$ cat src/rtl/ppg_agc_pkg.sv
// Shared types and constants for the PPG LED and gain AGC block.
// Used by the channel interfaces, the top level and the checker.
// No dependencies.
package ppg_agc_pkg;

    localparam int SampleW = 22;
    localparam int LevelW  = 21;
    localparam int LedW    = 6;
    localparam int GainW   = 2;
    localparam int PeriodW = 4;
    localparam int AddrW   = 3;
    localparam int DataW   = 21;

    // Register indexes on the configuration channel
    localparam logic [AddrW-1:0] RegSatLevel   = 3'd0;
    localparam logic [AddrW-1:0] RegWeakLevel  = 3'd1;
    localparam logic [AddrW-1:0] RegRaiseLevel = 3'd2;
    localparam logic [AddrW-1:0] RegLedCeiling = 3'd3;
    localparam logic [AddrW-1:0] RegLedFloor   = 3'd4;
    localparam logic [AddrW-1:0] RegPeriod     = 3'd5;

    // Register reset values
    localparam logic [LevelW-1:0]  SatLevelRst   = 21'd1992294;
    localparam logic [LevelW-1:0]  WeakLevelRst  = 21'd1000000;
    localparam logic [LevelW-1:0]  RaiseLevelRst = 21'd350000;
    localparam logic [LedW-1:0]    LedCeilingRst = 6'd25;
    localparam logic [LedW-1:0]    LedFloorRst   = 6'd10;
    localparam logic [PeriodW-1:0] PeriodRst     = 4'd4;

    // Gain index codes
    localparam logic [GainW-1:0] GainLow     = 2'd0;
    localparam logic [GainW-1:0] GainDefault = 2'd1;
    localparam logic [GainW-1:0] GainCodeTop = 2'd3;

    localparam logic [PeriodW-1:0] WeakCountMax = 4'd15;

endpackage

$ cat src/rtl/ppg_agc_if.sv
// Valid/ready channel interfaces for the PPG LED and gain AGC block.
// Depends on ppg_agc_pkg for field widths.

interface ppg_agc_sample_if;
    logic                                      valid;
    logic                                      ready;
    logic signed [ppg_agc_pkg::SampleW-1:0]    ppg_sample;
    logic                                      worn;

    modport source (output valid, output ppg_sample, output worn, input ready);
    modport sink   (input valid, input ppg_sample, input worn, output ready);
endinterface

interface ppg_agc_result_if;
    logic                               valid;
    logic                               ready;
    logic [ppg_agc_pkg::LedW-1:0]       led_level;
    logic [ppg_agc_pkg::GainW-1:0]      gain_index;
    logic [ppg_agc_pkg::GainW-1:0]      gain_code;

    modport source (output valid, output led_level, output gain_index, output gain_code,
                    input ready);
    modport sink   (input valid, input led_level, input gain_index, input gain_code,
                    output ready);
endinterface

interface ppg_agc_cfg_if;
    logic                               valid;
    logic                               ready;
    logic [ppg_agc_pkg::AddrW-1:0]      addr;
    logic [ppg_agc_pkg::DataW-1:0]      data;

    modport source (output valid, output addr, output data, input ready);
    modport sink   (input valid, input addr, input data, output ready);
endinterface

$ cat src/rtl/ppg_led_gain_agc_top.sv
// Top level of the PPG LED drive and amplifier gain AGC.
// Depends on ppg_agc_pkg and the channel interfaces in ppg_agc_if.sv.
//
// Channel  | Dir | Payload                                   | Beat taken when
// ---------+-----+-------------------------------------------+-------------------
// sample   | in  | ppg_sample (s22), worn (1)                | valid && ready
// result   | out | led_level (6), gain_index (2), gain_code  | valid && ready
// cfg      | in  | addr (3), data (21)                       | valid && ready
//
// One sample beat per cycle sustained while the result channel is not stalled;
// each sample yields one result beat via the input register, then the result register.
// The loop that sets the rate is the AGC state update: led, gain, weak count
// and armed flag are read and rewritten in the same cycle that moves a
// sample from the input register into the result register.
// rst_n clears the AGC state and loads register defaults; cfg is always ready.
// A stalled result holds the result register, then the input register; the
// sample channel is ready whenever the input register is empty or will move.
module ppg_led_gain_agc_top (
    input  logic               clk,
    input  logic               rst_n,
    ppg_agc_sample_if.sink     sample,
    ppg_agc_result_if.source   result,
    ppg_agc_cfg_if.sink        cfg
);
    import ppg_agc_pkg::*;

    // Configuration registers
    logic [LevelW-1:0]  sat_level_reg;
    logic [LevelW-1:0]  weak_level_reg;
    logic [LevelW-1:0]  raise_level_reg;
    logic [LedW-1:0]    led_ceiling_reg;
    logic [LedW-1:0]    led_floor_reg;
    logic [PeriodW-1:0] period_reg;

    // AGC state
    logic [LedW-1:0]    led_level_reg,  led_level_next;
    logic [GainW-1:0]   gain_index_reg, gain_index_next;
    logic [PeriodW-1:0] weak_count_reg, weak_count_next;
    logic               armed_reg,      armed_next;

    // Input register
    logic                      in_valid_reg;
    logic signed [SampleW-1:0] in_sample_reg;
    logic                      in_worn_reg;

    // Result register
    logic                out_valid_reg;
    logic [LedW-1:0]     out_led_reg;
    logic [GainW-1:0]    out_gain_reg;

    logic               advance;
    logic               take_in;
    logic [SampleW-1:0] magnitude;
    logic               neg;
    logic               is_sat;
    logic               is_weak;
    logic               is_small;
    logic [PeriodW-1:0] count_inc;
    logic               period_due;

    // The input register moves on when the result register is empty or drains.
    assign advance      = in_valid_reg && (!out_valid_reg || result.ready);
    assign sample.ready = !in_valid_reg || !out_valid_reg || result.ready;
    assign take_in      = sample.valid && sample.ready;
    assign cfg.ready    = 1'b1;

    assign result.valid      = out_valid_reg;
    assign result.led_level  = out_led_reg;
    assign result.gain_index = out_gain_reg;
    assign result.gain_code  = GainCodeTop - out_gain_reg;

    // Work in magnitude: for negative samples, s <= -sat is |s| >= sat and
    // s > -weak is |s| < weak, so both signs share one set of compares.
    // The most negative sample gives 2^21, which still fits the 22-bit word.
    assign neg       = in_sample_reg[SampleW-1];
    assign magnitude = neg ? (~in_sample_reg + 1'b1) : in_sample_reg;
    assign is_sat    = magnitude >= {1'b0, sat_level_reg};
    assign is_weak   = magnitude <  {1'b0, weak_level_reg};
    assign is_small  = magnitude <  {1'b0, raise_level_reg};

    // Weak counter saturates, then clears when it reaches the period.
    assign count_inc  = (weak_count_reg < WeakCountMax) ? (weak_count_reg + 1'b1)
                                                         : WeakCountMax;
    assign period_due = count_inc >= period_reg;

    always_comb
    begin
        led_level_next  = led_level_reg;
        gain_index_next = gain_index_reg;
        weak_count_next = weak_count_reg;
        armed_next      = armed_reg;
        if (!in_worn_reg)
        begin
            // Off the wrist: LED off, rearm on next attach
            led_level_next = '0;
            armed_next     = 1'b0;
        end
        else if (!armed_reg)
        begin
            // First worn sample: full LED, default gain
            led_level_next  = led_ceiling_reg;
            gain_index_next = GainDefault;
            armed_next      = 1'b1;
        end
        else if (is_sat)
        begin
            // Saturation wins over weakness; drop gain first
            if (gain_index_reg != GainLow)
                gain_index_next = gain_index_reg - 1'b1;
            else if (!neg && led_level_reg > led_floor_reg)
                led_level_next = led_level_reg - 1'b1;
            else if (neg && led_level_reg < led_ceiling_reg)
                led_level_next = led_level_reg + 1'b1;
        end
        else if (is_weak)
        begin
            weak_count_next = period_due ? '0 : count_inc;
            if (period_due)
            begin
                if (gain_index_reg == GainLow && is_small)
                    gain_index_next = GainDefault;
                else if (!neg && led_level_reg < led_ceiling_reg)
                    led_level_next = led_level_reg + 1'b1;
            end
        end
    end

    // Configuration writes; addresses past the last register are dropped
    always_ff @(posedge clk or negedge rst_n)
    begin
        if (!rst_n)
        begin
            sat_level_reg   <= SatLevelRst;
            weak_level_reg  <= WeakLevelRst;
            raise_level_reg <= RaiseLevelRst;
            led_ceiling_reg <= LedCeilingRst;
            led_floor_reg   <= LedFloorRst;
            period_reg      <= PeriodRst;
        end
        else if (cfg.valid)
        begin
            case (cfg.addr)
                RegSatLevel:   sat_level_reg   <= cfg.data;
                RegWeakLevel:  weak_level_reg  <= cfg.data;
                RegRaiseLevel: raise_level_reg <= cfg.data;
                RegLedCeiling: led_ceiling_reg <= cfg.data[LedW-1:0];
                RegLedFloor:   led_floor_reg   <= cfg.data[LedW-1:0];
                RegPeriod:     period_reg      <= cfg.data[PeriodW-1:0];
                default:       ;
            endcase
        end
    end

    // Control: valids and AGC state
    always_ff @(posedge clk or negedge rst_n)
    begin
        if (!rst_n)
        begin
            in_valid_reg   <= 1'b0;
            out_valid_reg  <= 1'b0;
            led_level_reg  <= '0;
            gain_index_reg <= '0;
            weak_count_reg <= '0;
            armed_reg      <= 1'b0;
        end
        else
        begin
            if (take_in)
                in_valid_reg <= 1'b1;
            else if (advance)
                in_valid_reg <= 1'b0;

            if (advance)
                out_valid_reg <= 1'b1;
            else if (result.ready)
                out_valid_reg <= 1'b0;

            if (advance)
            begin
                led_level_reg  <= led_level_next;
                gain_index_reg <= gain_index_next;
                weak_count_reg <= weak_count_next;
                armed_reg      <= armed_next;
            end
        end
    end

    // Payload registers
    always_ff @(posedge clk)
    begin
        if (take_in)
        begin
            in_sample_reg <= sample.ppg_sample;
            in_worn_reg   <= sample.worn;
        end
        if (advance)
        begin
            out_led_reg  <= led_level_next;
            out_gain_reg <= gain_index_next;
        end
    end

endmodule

$ cat src/flat_wrapper.sv
// flat-port wrapper written by rule: the top's interface ports become plain ports
module ppg_led_gain_agc_top_flat import ppg_agc_pkg::*;
  (clk, rst_n, sample_valid, sample_ppg_sample, sample_worn, sample_ready, result_valid, result_led_level, result_gain_index, result_gain_code, result_ready, cfg_valid, cfg_addr, cfg_data, cfg_ready);
  ppg_agc_sample_if sample_i ();
  ppg_agc_result_if result_i ();
  ppg_agc_cfg_if cfg_i ();
  input  logic clk;
  input  logic rst_n;
  input wire logic [$bits(sample_i.valid)-1:0] sample_valid;
  input wire logic [$bits(sample_i.ppg_sample)-1:0] sample_ppg_sample;
  input wire logic [$bits(sample_i.worn)-1:0] sample_worn;
  output wire logic [$bits(sample_i.ready)-1:0] sample_ready;
  output wire logic [$bits(result_i.valid)-1:0] result_valid;
  output wire logic [$bits(result_i.led_level)-1:0] result_led_level;
  output wire logic [$bits(result_i.gain_index)-1:0] result_gain_index;
  output wire logic [$bits(result_i.gain_code)-1:0] result_gain_code;
  input wire logic [$bits(result_i.ready)-1:0] result_ready;
  input wire logic [$bits(cfg_i.valid)-1:0] cfg_valid;
  input wire logic [$bits(cfg_i.addr)-1:0] cfg_addr;
  input wire logic [$bits(cfg_i.data)-1:0] cfg_data;
  output wire logic [$bits(cfg_i.ready)-1:0] cfg_ready;
  assign sample_i.valid = sample_valid;
  assign sample_i.ppg_sample = sample_ppg_sample;
  assign sample_i.worn = sample_worn;
  assign sample_ready = sample_i.ready;
  assign result_valid = result_i.valid;
  assign result_led_level = result_i.led_level;
  assign result_gain_index = result_i.gain_index;
  assign result_gain_code = result_i.gain_code;
  assign result_i.ready = result_ready;
  assign cfg_i.valid = cfg_valid;
  assign cfg_i.addr = cfg_addr;
  assign cfg_i.data = cfg_data;
  assign cfg_ready = cfg_i.ready;
  ppg_led_gain_agc_top u_core (.clk(clk), .rst_n(rst_n), .sample(sample_i), .result(result_i), .cfg(cfg_i));
endmodule
$ cat config.mk
export PLATFORM = sky130hd
export DESIGN_NAME = ppg_led_gain_agc_top_flat
export DESIGN_NICKNAME = d
export VERILOG_FILES = /design/src/rtl/ppg_agc_pkg.sv /design/src/rtl/ppg_agc_if.sv /design/src/rtl/ppg_led_gain_agc_top.sv /design/src/flat_wrapper.sv
export SDC_FILE = /design/constraint.sdc
export NUM_CORES = 1
export LEC_CHECK = 0
export BUFFER_PORTS_ARGS = -buffer_cell sky130_fd_sc_hd__buf_2
export CAP_MARGIN = 20
export CORE_MARGIN = 2
export CORE_UTILIZATION = 35
export CTS_BUF_LIST = sky130_fd_sc_hd__clkbuf_8 sky130_fd_sc_hd__clkbuf_16
export CTS_CLUSTER_DIAMETER = 80
export CTS_CLUSTER_SIZE = 40
export DETAILED_ROUTE_END_ITERATION = 10
export PLACE_DENSITY = 0.48
export SYNTH_ARGS = -nofsm -noshare
export SYNTH_HDL_FRONTEND = slang
export SYNTH_SLANG_ARGS = --single-unit
export TNS_END_PERCENT = 50
$ cat constraint.sdc
create_clock -name clk -period 5.1 [get_ports clk]
set_input_delay 0.51 -clock clk [delete_from_list [all_inputs] [get_ports clk]]
set_output_delay 0.51 -clock clk [all_outputs]
set_load 0.1 [all_outputs]
; Word-level counts from Yosys, hierarchy flattened
; Cells that the tools add are included.
[word_totals]
inputBits = 52
output_inout_bits = 13
regBits = 125
wordCells = 85
[classes]
eq_ne = 5
addsub = 6
reduce_logical = 24
bitwise_logic = 2
order_cmp = 7
n_mux = 25
[op_table]
columns = cell, count
row1 = $mux 6, 10
row2 = $lt 22x21->1, 2
row3 = $add 22x1->22 const B, 1
row4 = $ge 22x21->1, 1
row5 = $mux 22, 1
row6 = $not 22->22, 1
row7 = $mux 2, 7
row8 = $reduce_and 2->1, 6
row9 = $mux 4, 2
row10 = $add 6x1->6 const B, 1
row11 = $eq 3x2->1 const B, 2
row12 = $eq 3x3->1 const B, 2
row13 = $gt 6x6->1, 1
row14 = $logic_and 1x1->1, 6
row15 = $lt 6x6->1, 1
row16 = $reduce_bool 2->1, 3
row17 = $sub 6x1->6 const B, 1
row18 = $mux 1, 5
row19 = $reduce_and 5->1, 1
row20 = $add 4x1->4 const B, 1
row21 = $ge 4x4->1, 1
row22 = $lt 4x4->1 const B, 1
row23 = $eq 3x1->1 const B, 1
row24 = $logic_not 1->1, 3
row25 = other kinds (6), 8

; Logic depth before layout (Yosys ltp)
[depth]
word_depth = 11
mapped_depth = 18
ltp_nobuf = 16

; Worst setup path before layout
; OpenSTA, ideal clock, no wires.
[synth_timing]
kind = flip-flop to flip-flop
startpoint = register u_core.in_sample_reg[9]
endpoint = register u_core.out_led_reg[2] (netlist: u_core.result.led_level[2]) (data pin)
setup_ns = 0.158
path_stages_with_launch = 15
arrival_ns = 3.786
path_buffers = 0
setup_slack_ns = 1.156
path_cell_list = edfxtp_1 -> or4_1 -> nor3_1 -> nand2b_1 -> o31ai_1 -> xnor2_1 -> ha_1 -> and3_1 -> a21boi_0 -> a2111oi_0 -> o21ai_1 -> o31a_1 -> nand4_1 -> or3b_1 -> o211ai_1
[synth_via]
elab_chain_cells = 11
elab_cells_between_ends = 13
[synth_lines]
columns = element, line
row1 = start: declaration, ppg_led_gain_agc_top.sv:43  ; logic signed [SampleW-1:0] in_sample_reg;
row2 = start signal: assignment, ppg_led_gain_agc_top.sv:193  ; in_sample_reg <= sample.ppg_sample;
row3 = $not 22->22, ppg_led_gain_agc_top.sv:76  ; assign magnitude = neg ? (~in_sample_reg + 1'b1) : in_sample_reg;
row4 = $add 22x1->22, ppg_led_gain_agc_top.sv:76
row5 = $mux 22 (*), ppg_led_gain_agc_top.sv:76
row6 = $lt 22x21->1, ppg_led_gain_agc_top.sv:79  ; assign is_small = magnitude < {1'b0, raise_level_reg};
row7 = $logic_and 1x1->1, ppg_led_gain_agc_top.sv:120  ; if (gain_index_reg == GainLow && is_small)
row8 = $mux 6, ppg_led_gain_agc_top.sv:120
row9 = $mux 6, ppg_led_gain_agc_top.sv:118  ; if (period_due)
row10 = $mux 6, ppg_led_gain_agc_top.sv:115  ; else if (is_weak)
row11 = $mux 6 (*), ppg_led_gain_agc_top.sv:105  ; else if (is_sat)
row12 = $mux 6 (*), ppg_led_gain_agc_top.sv:98  ; else if (!armed_reg)
row13 = $mux 6 (*), ppg_led_gain_agc_top.sv:92  ; if (!in_worn_reg)
row14 = net u_core.led_level_next[2], ppg_led_gain_agc_top.sv:36  ; logic [LedW-1:0] led_level_reg, led_level_next;
row15 = end signal: assignment, ppg_led_gain_agc_top.sv:198  ; out_led_reg <= led_level_next;
row16 = end: declaration, ppg_led_gain_agc_top.sv:48  ; logic [LedW-1:0] out_led_reg;
; The timed path passes the listed nets; every way through them passes the cells marked *.
; A chain may end at the register's enable or synchronous reset.

; Worst setup path after layout
[layout_timing]
startpoint = register u_core.in_sample_reg[3]
endpoint = register u_core.out_gain_reg[0] (netlist: u_core.result.gain_index[0]) (data pin)
[layout_via]
elab_chain_cells = 11
elab_cells_between_ends = 13
[layout_lines]
columns = element, line
row1 = $not 22->22, ppg_led_gain_agc_top.sv:76
row2 = $add 22x1->22, ppg_led_gain_agc_top.sv:76
row3 = $mux 22 (*), ppg_led_gain_agc_top.sv:76
row4 = $lt 22x21->1, ppg_led_gain_agc_top.sv:79
row5 = $logic_and 1x1->1, ppg_led_gain_agc_top.sv:120
row6 = $mux 2, ppg_led_gain_agc_top.sv:120
row7 = $mux 2, ppg_led_gain_agc_top.sv:118
row8 = $mux 2, ppg_led_gain_agc_top.sv:115
row9 = $mux 2 (*), ppg_led_gain_agc_top.sv:105
row10 = $mux 2 (*), ppg_led_gain_agc_top.sv:98
row11 = $mux 2 (*), ppg_led_gain_agc_top.sv:92
row12 = net u_core.gain_index_next[0], ppg_led_gain_agc_top.sv:37  ; logic [GainW-1:0] gain_index_reg, gain_index_next;
row13 = end signal: assignment, ppg_led_gain_agc_top.sv:199  ; out_gain_reg <= gain_index_next;
row14 = end: declaration, ppg_led_gain_agc_top.sv:49  ; logic [GainW-1:0] out_gain_reg;
; Marked as above.

==> impl_metrics.xml <==
<?xml version="1.0" encoding="UTF-8"?>
<metrics>
  <group name="detailed_routing">
    <metric name="antenna_violating_nets_post_route" unit="">0</metric>
    <metric name="vias_per_cell" unit="">5.16</metric>
    <metric name="detail_route.wirelength" unit="um">19900</metric>
    <metric name="dr_total_vias" unit="">5823</metric>
    <metric name="detailedRoute.firstIterationViolations" unit="">399</metric>
    <metric name="drt_first_pass_iters" unit="">5</metric>
    <metric name="drc" unit="">0</metric>
    <metric name="detail_route.wl_per_cell" unit="um">17.6</metric>
  </group>
  <group name="setup_path">
    <metric name="worst_setup_path_end_kind" unit="">flop</metric>
    <metric name="worst-endpoint-required" unit="ns">5.37</metric>
    <metric name="crit_path_start_kind" unit="">flop</metric>
    <metric name="crit_type" unit="">flop to flop</metric>
    <metric name="cp.arrival" unit="ns">4.92</metric>
    <metric name="timing.critical_path.fanout_max" unit="">4</metric>
  </group>
  <group name="clock_tree">
    <metric name="clock_insertion_delay_worst_skew" unit="ns">0.42</metric>
    <metric name="tritoncts_num_sinks" unit="">125</metric>
    <metric name="ctsHtreeMaxLevel" unit="">4</metric>
    <metric name="cts_tree" unit="">built</metric>
    <metric name="postCtsSetupBuffers" unit="">0</metric>
    <metric name="cts-resized-gates" unit="">0</metric>
    <metric name="cts_root_buf" unit="">sky130_fd_sc_hd__clkbuf_16</metric>
    <metric name="worst_setup_hold_path_clk_slew" unit="ns">0.06</metric>
    <metric name="postCtsHoldBufs" unit="">0</metric>
    <metric name="total_clock_buffers_created_by_cts" unit="">17</metric>
    <metric name="cts_max_path_buffers" unit="">2</metric>
  </group>
  <group name="synth">
    <metric name="ys.flop_type" unit="">sky130_fd_sc_hd__dfrtp_1</metric>
    <metric name="yosysSeqAreaShare" unit="">0.446</metric>
    <metric name="syn_inst" unit="">777</metric>
    <metric name="synth.yosys.warnings" unit="">0</metric>
    <metric name="netlist.top_cell.by_area" unit="">sky130_fd_sc_hd__dfrtp_1</metric>
    <metric name="synth_area" unit="um2">7460</metric>
    <metric name="yosysTopAreaCellShare" unit="">0.201</metric>
    <metric name="edff_count_synth" unit="">31</metric>
    <metric name="synth_fp_nets" unit="">909</metric>
    <metric name="synth.lib_cells_used.distinct" unit="">65</metric>
    <metric name="synth_async_sr_flop_share" unit="">0.752</metric>
    <metric name="post_synth.cell_area_avg" unit="um2">9.60</metric>
    <metric name="ys_ff_latch" unit="">125</metric>
    <metric name="synth.top_cells.by_area" unit="">sky130_fd_sc_hd__dfrtp_1, sky130_fd_sc_hd__ha_1, sky130_fd_sc_hd__edfxtp_1, sky130_fd_sc_hd__dfstp_2, sky130_fd_sc_hd__o21ai_0</metric>
  </group>
  <group name="min_path">
    <metric name="min_path_type" unit="">input pin to async pin</metric>
  </group>
  <group name="power_and_ir_drop">
    <metric name="p_leak" unit="uW">0.00374</metric>
    <metric name="irDropWorstVdd" unit="mV">0.232</metric>
    <metric name="power.density_cell_area" unit="nW/um2">419</metric>
    <metric name="power.total" unit="uW">3620</metric>
  </group>
  <group name="timing">
    <metric name="crit_share_post_route" unit="">0.912</metric>
    <metric name="skew" unit="ns">0.00842</metric>
    <metric name="timing_worst_slew_pin_value" unit="ns">0.862</metric>
    <metric name="crit_path_time_final" unit="ns">4.65</metric>
    <metric name="final_hold_viol_count" unit="">0</metric>
    <metric name="finalSetupTns" unit="ns">0</metric>
    <metric name="setup_repair_after_global_routing_missed_its_margin" unit="">no</metric>
    <metric name="maxSlewViolCount" unit="">0</metric>
    <metric name="fmax" unit="MHz">215</metric>
    <metric name="setup-violations-final" unit="">0</metric>
    <metric name="max-slew-margin-rel" unit="">0.422</metric>
  </group>
  <group name="place">
    <metric name="globalplace.congestion" unit="">0.874</metric>
    <metric name="io_buffer_count" unit="">63</metric>
    <metric name="detailed_place_hpwl" unit="um">15200</metric>
  </group>
  <group name="finish">
    <metric name="finish.net_count" unit="">973</metric>
    <metric name="largest_register_ffs" unit="">22</metric>
    <metric name="antenna_cells" unit="">0</metric>
    <metric name="area_growth_syn_to_layout" unit="%">15.9</metric>
    <metric name="final_layout_size_suffix_gt1_frac" unit="">0.190</metric>
    <metric name="final.fill_count" unit="">2102</metric>
  </group>
  <group name="flow_run">
    <metric name="max_cap_violations" unit="">0</metric>
  </group>
  <group name="grt">
    <metric name="antenna_found_initial" unit="">0</metric>
    <metric name="gr-usage-all-layers" unit="">0.188</metric>
    <metric name="first_global_vias" unit="">5918</metric>
    <metric name="grt_first_pass_wirelength" unit="um">32200</metric>
    <metric name="global_route.overflow_total" unit="">0</metric>
    <metric name="largest_net_degree_at_the_start_of_global_routing" unit="">51</metric>
  </group>
  <group name="die">
    <metric name="coreArea" unit="um2">21000</metric>
    <metric name="cell_row_count" unit="">53</metric>
    <metric name="floorplan.initialDensity" unit="">0.356</metric>
    <metric name="fp.dieH" unit="um">150</metric>
    <metric name="pin_count" unit="">65</metric>
    <metric name="die_area" unit="um2">22500</metric>
    <metric name="die_width" unit="um">150</metric>
  </group>
  <group name="status">
    <metric name="outcome" unit="">finished clean</metric>
  </group>
</metrics>
-- cell type report --
| class | count | area [um2] | area share |
|---|---|---|---|
| sequential | 125 | 3330 | 0.384 |
| clock inverter | 15 | 149 | 0.0172 |
| timing repair buffer | 70 | 370 | 0.0428 |
| tap | 275 | 344 | 0.0398 |
| inverter | 86 | 323 | 0.0373 |
| multi-input combinational | 541 | 3710 | 0.429 |
| clock buffer | 17 | 425 | 0.0492 |
-- through the flow --
step / setup slack, ns / util / cell area (um2) / hold slack, ns / std cells
after floorplan: 1.16 / - / 7460 / 0.214 / 777
after global placement: 0.609 / 0.385 / 8080 / 0.467 / 1097
after detailed placement: 0.491 / 0.385 / 8080 / 0.485 / 1097
after CTS: 0.475 / 0.413 / 8650 / 0.147 / 1129
after global routing: 0.125 / 0.413 / 8650 / 0.162 / 1129
final: 0.451 / 0.413 / 8650 / 0.119 / 1129
-- per-layer routing --
layer  vias up  GRT usage  wire length (um)
met5         -          0                 0
met4         0     0.0557               313
met3        21     0.0381               798
met2       121      0.312              9670
met1      2793      0.248              9110
li1       2888          -                 -
-- synth_stat cells (4+ instances only) --
master,count
sky130_fd_sc_hd__ha_1,80
sky130_fd_sc_hd__mux2_2,14
sky130_fd_sc_hd__nand3_1,16
sky130_fd_sc_hd__a21oi_1,24
sky130_fd_sc_hd__edfxtp_1,31
sky130_fd_sc_hd__clkbuf_1,21
sky130_fd_sc_hd__dfstp_2,34
sky130_fd_sc_hd__o21a_1,4
sky130_fd_sc_hd__nand2b_1,16
sky130_fd_sc_hd__or2_2,4
sky130_fd_sc_hd__or3_1,8
sky130_fd_sc_hd__a211oi_1,12
sky130_fd_sc_hd__nor3_1,19
sky130_fd_sc_hd__a31oi_1,10
sky130_fd_sc_hd__xnor2_1,21
sky130_fd_sc_hd__inv_1,85
sky130_fd_sc_hd__nor2_1,24
sky130_fd_sc_hd__nand4_1,11
sky130_fd_sc_hd__a21o_1,7
sky130_fd_sc_hd__and3_1,9
sky130_fd_sc_hd__o211ai_1,8
sky130_fd_sc_hd__o21ai_0,90
sky130_fd_sc_hd__o31ai_1,10
sky130_fd_sc_hd__a21boi_0,4
sky130_fd_sc_hd__dfrtp_1,60
sky130_fd_sc_hd__o31a_1,4
sky130_fd_sc_hd__nand2_1,95
-- cell usage in the layout, fill, tap and decap left out, types with 4 or more instances in the layout --
cell type                   Yosys  routed
sky130_fd_sc_hd__nand2b_1      16      16
sky130_fd_sc_hd__a21oi_1       24      24
sky130_fd_sc_hd__ha_1          80      80
sky130_fd_sc_hd__nor3_1        19      17
sky130_fd_sc_hd__nor2_1        24      24
sky130_fd_sc_hd__xnor2_1       21      21
sky130_fd_sc_hd__buf_4          1       8
sky130_fd_sc_hd__a211oi_1      12      12
sky130_fd_sc_hd__dfrtp_1       60      60
sky130_fd_sc_hd__o21ai_0       90      90
sky130_fd_sc_hd__nand2_1       95      95
sky130_fd_sc_hd__o31ai_1       10      10
sky130_fd_sc_hd__clkinv_4       0       4
sky130_fd_sc_hd__o31a_1         4       4
sky130_fd_sc_hd__or2_2          4       4
sky130_fd_sc_hd__edfxtp_1      31      31
sky130_fd_sc_hd__and3_1         9       9
sky130_fd_sc_hd__a31oi_1       10      10
sky130_fd_sc_hd__a21o_1         7       7
sky130_fd_sc_hd__clkbuf_16      0      17
sky130_fd_sc_hd__mux2_2        14      14
sky130_fd_sc_hd__dfstp_2       34      34
sky130_fd_sc_hd__nand4_1       11      11
sky130_fd_sc_hd__buf_2          1      62
sky130_fd_sc_hd__nand3_1       16      16
sky130_fd_sc_hd__inv_1         85      85
sky130_fd_sc_hd__or3_1          8       8
sky130_fd_sc_hd__a21boi_0       4       4
sky130_fd_sc_hd__o211ai_1       8       8
sky130_fd_sc_hd__o21a_1         4       4
-- worst paths after layout --
check / from / to / slack (ns) / cells after the start
min reg2reg: u_core.in_valid_reg / u_core.result.valid / 0.50 / 1
max: u_core.in_sample_reg[3] / u_core.result.gain_index[0] / 0.45 / 14
min in group clk: sample_ppg_sample[13] / u_core.in_sample_reg[13] / 0.26 / 1
min: rst_n / u_core.raise_level_reg[0] / 0.12 / 1
max reg2reg: u_core.in_sample_reg[3] / u_core.result.gain_index[0] / 0.45 / 14
max in group asynchronous: rst_n / u_core.led_floor_reg[5] / 3.93 / 2
-- where the power goes --
group	internal [uW]	total, uW	leakage [uW]	switching (uW)
Sequential	1250	1370	0.00139	119
Clock	716	1190	0.000274	473
Combinational	391	1070	0.00207	676
-- cells by family after synthesis --
| logic type | synth area share |
|---|---|
| other | 0.000503 |
| XOR/XNOR | 0.0258 |
| multiplexers | 0.0238 |
| adder cells (fa/ha/maj) | 0.134 |
| AO/OA/AOI/OAI | 0.166 |
| flip-flops | 0.446 |
| buffers and inverters | 0.0585 |
| AND/OR/NAND/NOR | 0.145 |
-- critical path, cell delays in order, from the launching register on --
cell and delay [ns]:
sky130_fd_sc_hd__edfxtp_1 0.44, sky130_fd_sc_hd__or3_1 0.41, sky130_fd_sc_hd__or3_1 0.39, sky130_fd_sc_hd__nand2b_1 0.24, sky130_fd_sc_hd__o31ai_1 0.33, sky130_fd_sc_hd__xnor2_1 0.22
sky130_fd_sc_hd__ha_1 0.32, sky130_fd_sc_hd__and3_1 0.19, sky130_fd_sc_hd__a211oi_1 0.24, sky130_fd_sc_hd__o21ai_0 0.13, sky130_fd_sc_hd__nor3_1 0.47, sky130_fd_sc_hd__nand3_1 0.21
sky130_fd_sc_hd__or4_1 0.47, sky130_fd_sc_hd__a31oi_1 0.25, sky130_fd_sc_hd__a2bb2oi_1 0.18
(Power assumes the default switching activity.)
